**src/rtl/masked_multi_pattern_matcher_defines.svh**
```systemverilog
// Assertion macros for the masked multi-pattern matcher.
// Included by the top level; depends on nothing.
`ifndef MASKED_MULTI_PATTERN_MATCHER_DEFINES_SVH
`define MASKED_MULTI_PATTERN_MATCHER_DEFINES_SVH

// same-cycle implication, sampled on the rising clock, off during reset
`define MMPM_ASSERT_NOW(label, clk, rstn, ante, cons, msg) \
    label: assert property (@(posedge clk) disable iff (!(rstn)) (ante) |-> (cons)) \
        else $error(msg);

// next-cycle implication, sampled on the rising clock, off during reset
`define MMPM_ASSERT_NEXT(label, clk, rstn, ante, cons, msg) \
    label: assert property (@(posedge clk) disable iff (!(rstn)) (ante) |=> (cons)) \
        else $error(msg);

`endif

```
**src/rtl/mmpm_pkg.sv**
```systemverilog
// Shared types and constants of the masked multi-pattern matcher.
// Used by every module of the block; depends on nothing.
package mmpm_pkg;

    localparam int NUM_PATTERNS      = 8;
    localparam int MAX_PATTERN_WORDS = 8;
    localparam int WORD_W            = 32;
    localparam int PAT_W             = 3;
    localparam int WSEL_W            = 3;
    localparam int LEN_W             = 4;
    localparam int HIST_DEPTH        = MAX_PATTERN_WORDS - 1;
    localparam int FILL_W            = 3;
    localparam int TAB_DEPTH         = NUM_PATTERNS * MAX_PATTERN_WORDS;

    typedef enum logic [1:0] {
        OP_LOAD_WORD = 2'd0,
        OP_SET_LEN   = 2'd1,
        OP_DATA      = 2'd2,
        OP_NONE      = 2'd3
    } op_t;

    typedef struct packed {
        op_t                op;
        logic [PAT_W-1:0]   pattern_sel;
        logic [WSEL_W-1:0]  word_sel;
        logic [WORD_W-1:0]  match_value;
        logic [WORD_W-1:0]  mask_value;
        logic [LEN_W-1:0]   pattern_length;
        logic [WORD_W-1:0]  data_word;
        logic               first_word;
    } in_word_t;

    typedef struct packed {
        logic [PAT_W-1:0]   hit_pattern;
        logic [WORD_W-1:0]  hit_offset;
        logic               last_hit;
    } out_word_t;

    // words[0] is the current data word, words[k] the word k items back
    typedef struct packed {
        logic [MAX_PATTERN_WORDS-1:0][WORD_W-1:0] words;
        logic [FILL_W-1:0]                        fill;
        logic [WORD_W-1:0]                        base;
    } win_view_t;

    typedef struct packed {
        logic [NUM_PATTERNS-1:0]            hit_vec;
        logic [WORD_W-1:0]                  base;
        logic [NUM_PATTERNS-1:0][LEN_W-1:0] lens;
    } hit_info_t;

endpackage

```
**src/rtl/mmpm_window.sv**
```systemverilog
// Buffer history of the matcher: previous data words, fill count and word index.
// Depends on mmpm_pkg.
module mmpm_window (
    input  logic                              aclk,
    input  logic                              aresetn,
    input  logic                              shift_en,
    input  logic                              first,
    input  logic [mmpm_pkg::WORD_W-1:0]       data,
    output mmpm_pkg::win_view_t               view
);

    logic [mmpm_pkg::HIST_DEPTH-1:0][mmpm_pkg::WORD_W-1:0] hist_reg, hist_next, hist_eff;
    logic [mmpm_pkg::FILL_W-1:0] fill_reg, fill_next, fill_eff;
    logic [mmpm_pkg::WORD_W-1:0] seen_reg, seen_next, seen_eff;

    always_comb begin
        if (first) begin
            hist_eff = '0;
            fill_eff = '0;
            seen_eff = '0;
        end else begin
            hist_eff = hist_reg;
            fill_eff = fill_reg;
            seen_eff = seen_reg;
        end
        view.words[0] = data;
        for (int k = 1; k < mmpm_pkg::MAX_PATTERN_WORDS; k++) begin
            view.words[k] = hist_eff[k-1];
        end
        view.fill = fill_eff;
        view.base = seen_eff;
    end

    always_comb begin
        hist_next[0] = data;
        for (int k = 1; k < mmpm_pkg::HIST_DEPTH; k++) begin
            hist_next[k] = hist_eff[k-1];
        end
        if (fill_eff < mmpm_pkg::FILL_W'(mmpm_pkg::HIST_DEPTH)) begin
            fill_next = fill_eff + mmpm_pkg::FILL_W'(1);
        end else begin
            fill_next = fill_eff;
        end
        seen_next = seen_eff + mmpm_pkg::WORD_W'(1);
    end

    always_ff @(posedge aclk) begin
        if (!aresetn) begin
            hist_reg <= '0;
            fill_reg <= '0;
            seen_reg <= '0;
        end else if (shift_en) begin
            hist_reg <= hist_next;
            fill_reg <= fill_next;
            seen_reg <= seen_next;
        end
    end

endmodule

```
**config.mk**
```make
export PLATFORM = sky130hd
export DESIGN_NAME = mmpm_window
export DESIGN_NICKNAME = d
export VERILOG_FILES = /design/src/rtl/masked_multi_pattern_matcher_defines.svh /design/src/rtl/mmpm_pkg.sv /design/src/rtl/mmpm_window.sv
export SDC_FILE = /design/constraint.sdc
export NUM_CORES = 1
export LEC_CHECK = 0
export BUFFER_PORTS_ARGS = -buffer_cell sky130_fd_sc_hd__buf_2
export CORE_ASPECT_RATIO = 0.8
export CORE_MARGIN = 2
export CORE_UTILIZATION = 53
export CTS_BUF_LIST = sky130_fd_sc_hd__clkbuf_16
export DETAILED_ROUTE_END_ITERATION = 12
export PLACE_DENSITY = 0.81
export SYNTH_ARGS = -nofsm -noshare
export SYNTH_HDL_FRONTEND = slang
export SYNTH_SLANG_ARGS = --single-unit
export TNS_END_PERCENT = 5
```
**constraint.sdc**
```tcl
create_clock -name aclk -period 2.65 [get_ports aclk]
set_input_delay 0.1325 -clock aclk [delete_from_list [all_inputs] [get_ports aclk]]
set_output_delay 0.1325 -clock aclk [all_outputs]
set_load 0.005 [all_outputs]
```
==> results.ini <==
[floorplanning]
fp.coreArea_um2 = 21700
row_count = 48
start_util_pct = 54.1
io_pins = 327
dieArea_um2 = 23400
die_w_um = 170
die_h_um = 137

[synthesis]
avgSynthCellArea_um2 = 9.08
syn_area_um2 = 11700
synth_top_area_share_pct = 44.2
yosys.area.top_type = dfxtp_1
synthCells = 1293
ys_top_cells_by_area = dfxtp_1 44%, mux2i_1 20%, nor2b_1 14%
ys_seq_area_share_pct = 44.2
synth_ff_type = dfxtp_1
syn_nets = 1331
ys_ff_latch = 259
synthArstFlopShare_pct = 0
synth_edf_count = 0
synth_cell_type_count = 44
synth_warnings = 0

[grt]
grt_pass1_vias = 8847
gr-total-overflow = 0
grt_pass1_wl_mm = 47.2
grtUsageTotal_pct = 25.3
antenna_found_initial = 0
grt_max_degree = 91

[placed_design]
dpl-instance-area_um2 = 13300
dp.cells = 1808
place.gp.congestion = 0.840
dp_hpwl_mm = 21.5
portBuffers = 326

[drt]
wl_per_cell_um = 16.5
vias = 9684
wirelength_mm = 31.1
drc = 0
drt_iter0_drc = 536
antenna_left = 0
drtPass1Iterations = 5
post_drt_via_cell_ratio = 5.13

[final_layout]
layout_common_cells = 324 x buf_2, 259 x dfxtp_1, 256 x nor2b_1
drive_above_1_share_pct = 24.5
final-seq-area_um2 = 5180
multi_input_area_um2 = 5900
final_area_um2 = 14500
fin_cells = 1889
fin_util_pct = 66.8
n_fill_cell = 1722
largest_reg_flops = 224
nets = 1607
final_common_cell = buf_2
area_growth_pct = 23.4
diodes = 0

[critical_path]
reg2reg_depth = 6
cp_top_family = simple AND/OR/NAND/NOR gates
cp_data_required_time_ns = 3.07
max_stage_delay_ns = 0.62
worst-path-buf-inv = 0
cp_num_cells = 6
slowest_stage = nor4_2
path_max_fanout = 6
cp-end-kind = register
cp_cell_sequence = nor2b_1, ha_1, nand4_1, nor4_2, nand4_1, mux2i_1
cp_common_cell = nand4_1
start_kind = register
critPathKind = register to register
arrival_ns = 2.57

[hold_path]
hp-class = input port to register
hold_depth = 3

[clock_network]
cts-htree-levels = 1
path_clk_slew_ns = 0.06
ctsHoldBuffers = 32
clk_latency_ns = 0.53
numCtsBuffers = 27
cts_setup_buffers = 0
ctsResizeCount = 0
cts.path.max_buffers = 3
clock_sinks = 259
clockRootBuffer = clkbuf_16
cts_tree = done

[run_status]
status = completed

[power]
p_total_mw = 8.21
leakage_nw = 7.19
power_density_nw_per_um2 = 567
max-vdd-ir-drop_v = 0.000437

[timing]
drv_slew = 0
hold_viol = 0
worst_pin_slew_ns = 0.792
finalCritPeriodShare_pct = 81.1
fin_setup_tns_ns = 0
relSlewSlack_pct = 47.1
fmaxAchievable_mhz = 465
rsz0062_at_grt = no
setup-violations-final = 0
period_needed_ns = 2.15
finalClockSkew_ns = 0.0134

[run]
timing.max_cap.violations = 0

-- synth_stat cells, types with 2 or more instances --
| master | n |
|---|---|
| buf_4 | 33 |
| dfxtp_1 | 259 |
| a22oi_1 | 3 |
| nor2_1 | 242 |
| xor2_1 | 2 |
| buf_2 | 28 |
| ha_1 | 2 |
| nand2b_1 | 3 |
| nand4_1 | 16 |
| nor4_2 | 2 |
| mux2i_1 | 240 |
| xnor2_1 | 3 |
| o21ai_0 | 5 |
| clkbuf_1 | 63 |
| nand2_1 | 47 |
| nor4_1 | 4 |
| nor3_1 | 4 |
| nand3_1 | 27 |
| nand3b_1 | 4 |
| a21o_1 | 4 |
| nand4b_1 | 2 |
| and4_1 | 4 |
| a21oi_1 | 7 |
| a211oi_1 | 2 |
| nor2b_1 | 256 |
| and3_1 | 6 |
| and2_1 | 4 |
| inv_1 | 5 |
-- per-layer routing --
| layer | global-route usage [%] | part of all wire (%) | vias to the layer above | wire length, µm |
|---|---|---|---|---|
| li1 | - | - | 4793 | - |
| met1 | 35.1 | 46 | 4465 | 14300 |
| met2 | 38.8 | 44 | 366 | 13700 |
| met3 | 5.81 | 7.0 | 60 | 2180 |
| met4 | 8.69 | 3.0 | 0 | 923 |
| met5 | 0 | 0 | - | 0 |
-- area by class of cell --
type | instances | share of cell area [%]
clock buffers | 27 | 4.66
clock inverters | 22 | 1.26
repair buffers | 372 | 14.8
well taps | 300 | 2.59
multi-input cells | 903 | 40.7
flip-flops and latches | 259 | 35.8
inverters | 6 | 0.207
-- final timing paths --
path,slack (ns),endpoint,from
min reg2reg,0.48,hist_reg[187]$_SDFFE_PN0P_,hist_reg[187]$_SDFFE_PN0P_
max reg2reg,0.50,seen_reg[28]$_SDFFE_PN0P_,seen_reg[0]$_SDFFE_PN0P_
max,0.50,seen_reg[28]$_SDFFE_PN0P_,seen_reg[0]$_SDFFE_PN0P_
min,0.08,hist_reg[129]$_SDFFE_PN0P_,shift_en
-- power breakdown --
part	switching (mW)	internal, mW
logic	0.338	0.234
registers	0.0250	3.94
clock network	1.53	2.14
-- cells by family after synthesis --
kind of cell             after synthesis  synth area share [%]
AO/OA/AOI/OAI                         27                  1.51
XOR/XNOR                               5                 0.373
adder cells (fa/ha/maj)                2                 0.213
buffers and inverters                131                  5.54
flip-flops                           259                  44.2
multiplexers                         241                  20.6
AND/OR/NAND/NOR                      628                  27.6
-- worst register-to-register path, stage by stage (launching register included) --
cell,delay (ns)
dfxtp_1,0.41
nor2b_1,0.17
ha_1,0.26
nand4_1,0.24
nor4_2,0.62
nand4_1,0.18
mux2i_1,0.15
-- stage by stage --
step           hold slack, ns  worst slack [ns]
6_report               0.0765             0.501
5_1_grt                0.0639             0.321
4_1_cts                0.0556             0.541
3_5_place_dp            0.388             0.553
3_3_place_gp            0.377             0.665
2_1_floorplan           0.279             0.379
No activity file was read; power rests on OpenSTA's default activity.
