===== config.mk =====
export PLATFORM = sky130hd
export DESIGN_NAME = mmpm_result
export DESIGN_NICKNAME = d
export VERILOG_FILES = /design/src/rtl/masked_multi_pattern_matcher_defines.svh /design/src/rtl/mmpm_pkg.sv /design/src/rtl/mmpm_result.sv
export SDC_FILE = /design/constraint.sdc
export NUM_CORES = 1
export LEC_CHECK = 0
export ABC_AREA = 1
export BUFFER_PORTS_ARGS = -buffer_cell sky130_fd_sc_hd__buf_2
export CAP_MARGIN = 5
export CORE_MARGIN = 1.5
export CORE_UTILIZATION = 59
export CTS_CLUSTER_SIZE = 14
export DETAILED_ROUTE_END_ITERATION = 6
export PLACE_DENSITY = 0.88
export SYNTH_ARGS = -nofsm -noshare
export SYNTH_HDL_FRONTEND = slang
export SYNTH_SLANG_ARGS = --single-unit

===== constraint.sdc =====
create_clock -name aclk -period 5 [get_ports aclk]
set_input_delay 0.25 -clock aclk [delete_from_list [all_inputs] [get_ports aclk]]
set_output_delay 0.25 -clock aclk [all_outputs]
set_load 0.05 [all_outputs]

===== src/rtl/masked_multi_pattern_matcher_defines.svh =====
// Assertion macros for the masked multi-pattern matcher.
// Included by the top level; depends on nothing.
`ifndef MASKED_MULTI_PATTERN_MATCHER_DEFINES_SVH
`define MASKED_MULTI_PATTERN_MATCHER_DEFINES_SVH

// same-cycle implication, sampled on the rising clock, off during reset
`define MMPM_ASSERT_NOW(label, clk, rstn, ante, cons, msg) \
    label: assert property (@(posedge clk) disable iff (!(rstn)) (ante) |-> (cons)) \
        else $error(msg);

// next-cycle implication, sampled on the rising clock, off during reset
`define MMPM_ASSERT_NEXT(label, clk, rstn, ante, cons, msg) \
    label: assert property (@(posedge clk) disable iff (!(rstn)) (ante) |=> (cons)) \
        else $error(msg);

`endif


===== src/rtl/mmpm_pkg.sv =====
// Shared types and constants of the masked multi-pattern matcher.
// Used by every module of the block; depends on nothing.
package mmpm_pkg;

    localparam int NUM_PATTERNS      = 8;
    localparam int MAX_PATTERN_WORDS = 8;
    localparam int WORD_W            = 32;
    localparam int PAT_W             = 3;
    localparam int WSEL_W            = 3;
    localparam int LEN_W             = 4;
    localparam int HIST_DEPTH        = MAX_PATTERN_WORDS - 1;
    localparam int FILL_W            = 3;
    localparam int TAB_DEPTH         = NUM_PATTERNS * MAX_PATTERN_WORDS;

    typedef enum logic [1:0] {
        OP_LOAD_WORD = 2'd0,
        OP_SET_LEN   = 2'd1,
        OP_DATA      = 2'd2,
        OP_NONE      = 2'd3
    } op_t;

    typedef struct packed {
        op_t                op;
        logic [PAT_W-1:0]   pattern_sel;
        logic [WSEL_W-1:0]  word_sel;
        logic [WORD_W-1:0]  match_value;
        logic [WORD_W-1:0]  mask_value;
        logic [LEN_W-1:0]   pattern_length;
        logic [WORD_W-1:0]  data_word;
        logic               first_word;
    } in_word_t;

    typedef struct packed {
        logic [PAT_W-1:0]   hit_pattern;
        logic [WORD_W-1:0]  hit_offset;
        logic               last_hit;
    } out_word_t;

    // words[0] is the current data word, words[k] the word k items back
    typedef struct packed {
        logic [MAX_PATTERN_WORDS-1:0][WORD_W-1:0] words;
        logic [FILL_W-1:0]                        fill;
        logic [WORD_W-1:0]                        base;
    } win_view_t;

    typedef struct packed {
        logic [NUM_PATTERNS-1:0]            hit_vec;
        logic [WORD_W-1:0]                  base;
        logic [NUM_PATTERNS-1:0][LEN_W-1:0] lens;
    } hit_info_t;

endpackage


===== src/rtl/mmpm_result.sv =====
// Result stage: holds the hits of one word and hands them out lowest pattern first.
// Depends on mmpm_pkg.
module mmpm_result (
    input  logic                  aclk,
    input  logic                  aresetn,
    input  logic                  load,
    input  mmpm_pkg::hit_info_t   info_in,
    output logic                  free,
    output logic                  m_valid,
    input  logic                  m_ready,
    output mmpm_pkg::out_word_t   m_payload
);

    logic [mmpm_pkg::NUM_PATTERNS-1:0] pend_reg, pend_next, sel_oh;
    logic [mmpm_pkg::WORD_W-1:0] base_reg;
    logic [mmpm_pkg::NUM_PATTERNS-1:0][mmpm_pkg::LEN_W-1:0] lens_reg;
    logic [mmpm_pkg::PAT_W-1:0] sel_idx;
    logic last;

    always_comb begin
        sel_idx = '0;
        for (int i = mmpm_pkg::NUM_PATTERNS - 1; i >= 0; i--) begin
            if (pend_reg[i]) begin
                sel_idx = mmpm_pkg::PAT_W'(i);
            end
        end
        sel_oh = mmpm_pkg::NUM_PATTERNS'(1) << sel_idx;
        last   = (pend_reg & ~sel_oh) == '0;
    end

    assign m_valid = pend_reg != '0;
    assign free    = !m_valid || (m_ready && last);

    assign m_payload.hit_pattern = sel_idx;
    assign m_payload.hit_offset  = base_reg - mmpm_pkg::WORD_W'(lens_reg[sel_idx])
                                 + mmpm_pkg::WORD_W'(1);
    assign m_payload.last_hit    = last;

    always_comb begin
        pend_next = pend_reg;
        if (load) begin
            pend_next = info_in.hit_vec;
        end else if (m_valid && m_ready) begin
            pend_next = pend_reg & ~sel_oh;
        end
    end

    always_ff @(posedge aclk) begin
        if (!aresetn) begin
            pend_reg <= '0;
        end else begin
            pend_reg <= pend_next;
        end
    end

    always_ff @(posedge aclk) begin
        if (load) begin
            base_reg <= info_in.base;
            lens_reg <= info_in.lens;
        end
    end

endmodule


==> run_results.csv <==
group,metric,value,unit
status,status,"completed",
sta,period_minus_slack,4.64,ns
clock_tree,cts_setup_buffers,0,
routing,drt_pre_antenna_iters,6,
worst_setup_path,r2r_start,"pend_reg[6]",
sta,finClkSkew,0.00133,ns
worst_setup_path,worstSetupStartpointType,"flop",
worst_setup_path,r2r_cells,10,
floorplanning,core_area,0.00777,mm²
sta,fin_setup_tns,0,ns
routing,wl,10900,µm
clock_tree,cts_buffers,9,
floorplanning,die_w,93.0,µm
worst_setup_path,reg2reg_slack,3.21,ns
grt,grt_overflow,0,
final_layout,num_antenna_cells,0,
placed_design,portBuffers,113,
placed_design,gp_congestion,0.939,
clock_tree,cts_resized,0,
power_and_ir_drop,power_density,403,mW/mm²
floorplanning,ios,114,
power_and_ir_drop,ir_drop,0.271,mV
logic_synthesis,synthDistinctLibCells,37,
grt,antenna_found_initial,0,
routing,num_vias,4344,
logic_synthesis,synth.net_count,683,
clock_tree,clk_pin_slew,0.07,ns
sta,setup_viol,0,
grt,grt_max_degree,52,
logic_synthesis,synth-seq-cells,72,
routing,drc,0,
routing,via_per_inst,5.42,
clock_tree,cts-root-buf,"clkbuf_8",
power_and_ir_drop,leakagePower,0.00271,µW
floorplanning,die_area,0.00865,mm²
final_layout,area_growth,18.0,%
sta,finalHoldViolCount,0,
sta,max_freq,0.216,GHz
clock_tree,hold_buffers,0,
grt,grt_pass1_vias,4299,
worst_setup_path,critPathCaptureType,"output pin",
floorplanning,rows,32,
clock_tree,clk_path_buf_depth,2,
worst_setup_path,worstReg2RegEnd,"pend_reg[5]",
logic_synthesis,synthesis.instances,572,
power_and_ir_drop,power.total,2280,µW
worst_hold_path,hold_path_class,"in -> reg",
worst_setup_path,required,4.75,ns
placed_design,post-dp-hpwl,8960,µm
worst_setup_path,critPathMaxFanout,11,
routing,drt-initial-drc-count,236,
grt,grt_pass1_wl,18100,µm
job,cap_viol_max_count,0,
clock_tree,cts_tree,"done",
grt,grtUsageTotal,26.7,%
worst_setup_path,crit_type,"reg -> out",
logic_synthesis,syn_area_per_cell,8.36,µm²
routing,wl_per_cell,13.6,µm
clock_tree,numClockSinks,72,
final_layout,final_nets,805,
sta,slew_headroom,28.8,%
clock_tree,htreeDepth,3,
sta,rsz0062_at_grt,"no",
floorplanning,initial_core_util,61.5,%
routing,postRouteAntennaNets,0,
worst_hold_path,min_path_cells,1,
clock_tree,clock_latency,0.34,ns
sta,finalCritPeriodShare,92.7,%
worst_hold_path,hold_end,"base_reg[11]",
worst_setup_path,arrival,4.39,ns
sta,slew_violations,0,
worst_hold_path,worstHoldStart,"info_in[43]",
floorplanning,die_y,93.0,µm
sta,worst_pin_slew,1.07,ns
logic_synthesis,yosysSeqAreaShare,43.5,%
logic_synthesis,synth_area,0.00478,mm²
logic_synthesis,yosysWarningCount,0,
final_layout,drive_gt1_share,21.5,%
==> placed cells by master, fill, tap and decap left out, drive strengths merged, types with 2 or more instances in the layout <==
cell,n
o211ai,3
o21a,4
o21ai,27
edfxtp,64
nand3b,2
a31oi,3
buf,114
clkinv,4
nand4,11
nand2,153
nor3,9
inv,86
xnor2,2
clkbuf,10
dfxtp,8
nor2,45
nor4,3
o21bai,5
ha,34
nand3,39
a21oi,46
xor2,20
==> worst max-delay path by stage <==
stage,slack [ns],cells past startpoint,startpoint,endpoint
finish,0.36,21,pend_reg[6],m_payload[20]
detailed placement,0.80,21,pend_reg[6],m_payload[20]
global placement,0.96,23,pend_reg[6],m_payload[28]
floorplan,1.00,19,pend_reg[0],m_payload[20]
CTS,0.40,21,pend_reg[6],m_payload[20]
global route,0.009,21,pend_reg[6],m_payload[20]
==> through the flow <==
stage          std cells  cell area (µm²)  hold WS, ns  setup WS (ns)  util, %
2_1_floorplan        572             4780        0.349           1.00        -
3_3_place_gp         785             5450        0.426          0.956     70.2
3_5_place_dp         785             5450        0.428          0.797     70.2
4_1_cts              801             5640       0.0623          0.397     72.6
5_1_grt              801             5640       0.0615        0.00924     72.6
6_report             801             5640       0.0815          0.363     72.6
==> per-layer routing <==
layer,part of all wire [%],up-vias,wire length (µm),track usage [%]
met3,8.0,24,875,6.50
met1,40,1954,4410,31.2
li1,-,2182,-,-
met2,49,184,5390,47.3
met5,0,-,0,0
met4,2.2,0,243,10.1
==> kinds of logic after synthesis <==
logic type                 Yosys count  synth area share, %
and+or+nand+nor                    262                 24.9
AOI/OAI and AO/OA                   92                 10.8
buffers and inverters               89                 7.38
DFF                                 72                 43.5
adders and majority gates           35                 9.32
xor gates and xnor gates            22                 4.03
==> final cells by class <==
type,instances,area (µm²)
Sequential cell,72,2080
Tap cell,102,128
Timing Repair Buffer,114,573
Inverter,86,325
Fill cell,604,2130
Clock buffer,10,128
Clock inverter,6,60.1
Multi-Input combinational cell,411,2350
==> critical path, stage by stage (launching register included) <==
cell      delay, ns
dfxtp_1        0.39
inv_2          0.07
nand2_4        0.08
nand2_2        0.06
a21oi_4        0.40
inv_1          0.19
nor2_2         0.24
a21oi_1        0.10
nand3_1        0.08
nand2_1        0.06
ha_1           0.27
inv_1          0.04
ha_1           0.22
fa_1           0.41
nand3_1        0.11
nand3_1        0.15
nand3_1        0.12
nand2_1        0.09
a21oi_1        0.34
o21bai_1       0.12
xor2_1         0.19
buf_2          0.29
==> power by group <==
| group | total [µW] | internal [µW] | switching (µW) | leakage (µW) |
|---|---|---|---|---|
| logic | 1110 | 290 | 823 | 0.00192 |
| clock network | 434 | 228 | 206 | 0.0000937 |
| registers | 730 | 707 | 22.8 | 0.000692 |
==> cells in the mapped netlist (all sizes together) <==
library cell	instances	area, µm²
a21oi	46	241
nand4	11	68.8
a21boi	1	7.51
edfxtp	64	1920
o21ai	27	135
o2111ai	1	8.76
nand2	153	612
a31oi	3	18.8
clkbuf	1	5.00
nor4	3	18.8
o211ai	3	22.5
xor2	20	175
nor3	9	45.0
inv	86	325
ha	34	425
xnor2	2	17.5
nand3	39	200
a21o	1	7.51
buf	2	22.5
nor2	45	230
fa	1	20.0
o21bai	5	37.5
o21a	4	30.0
nand3b	2	15.0
a221oi	1	8.76
dfxtp	8	160
No activity file was read; power rests on OpenSTA's default activity.
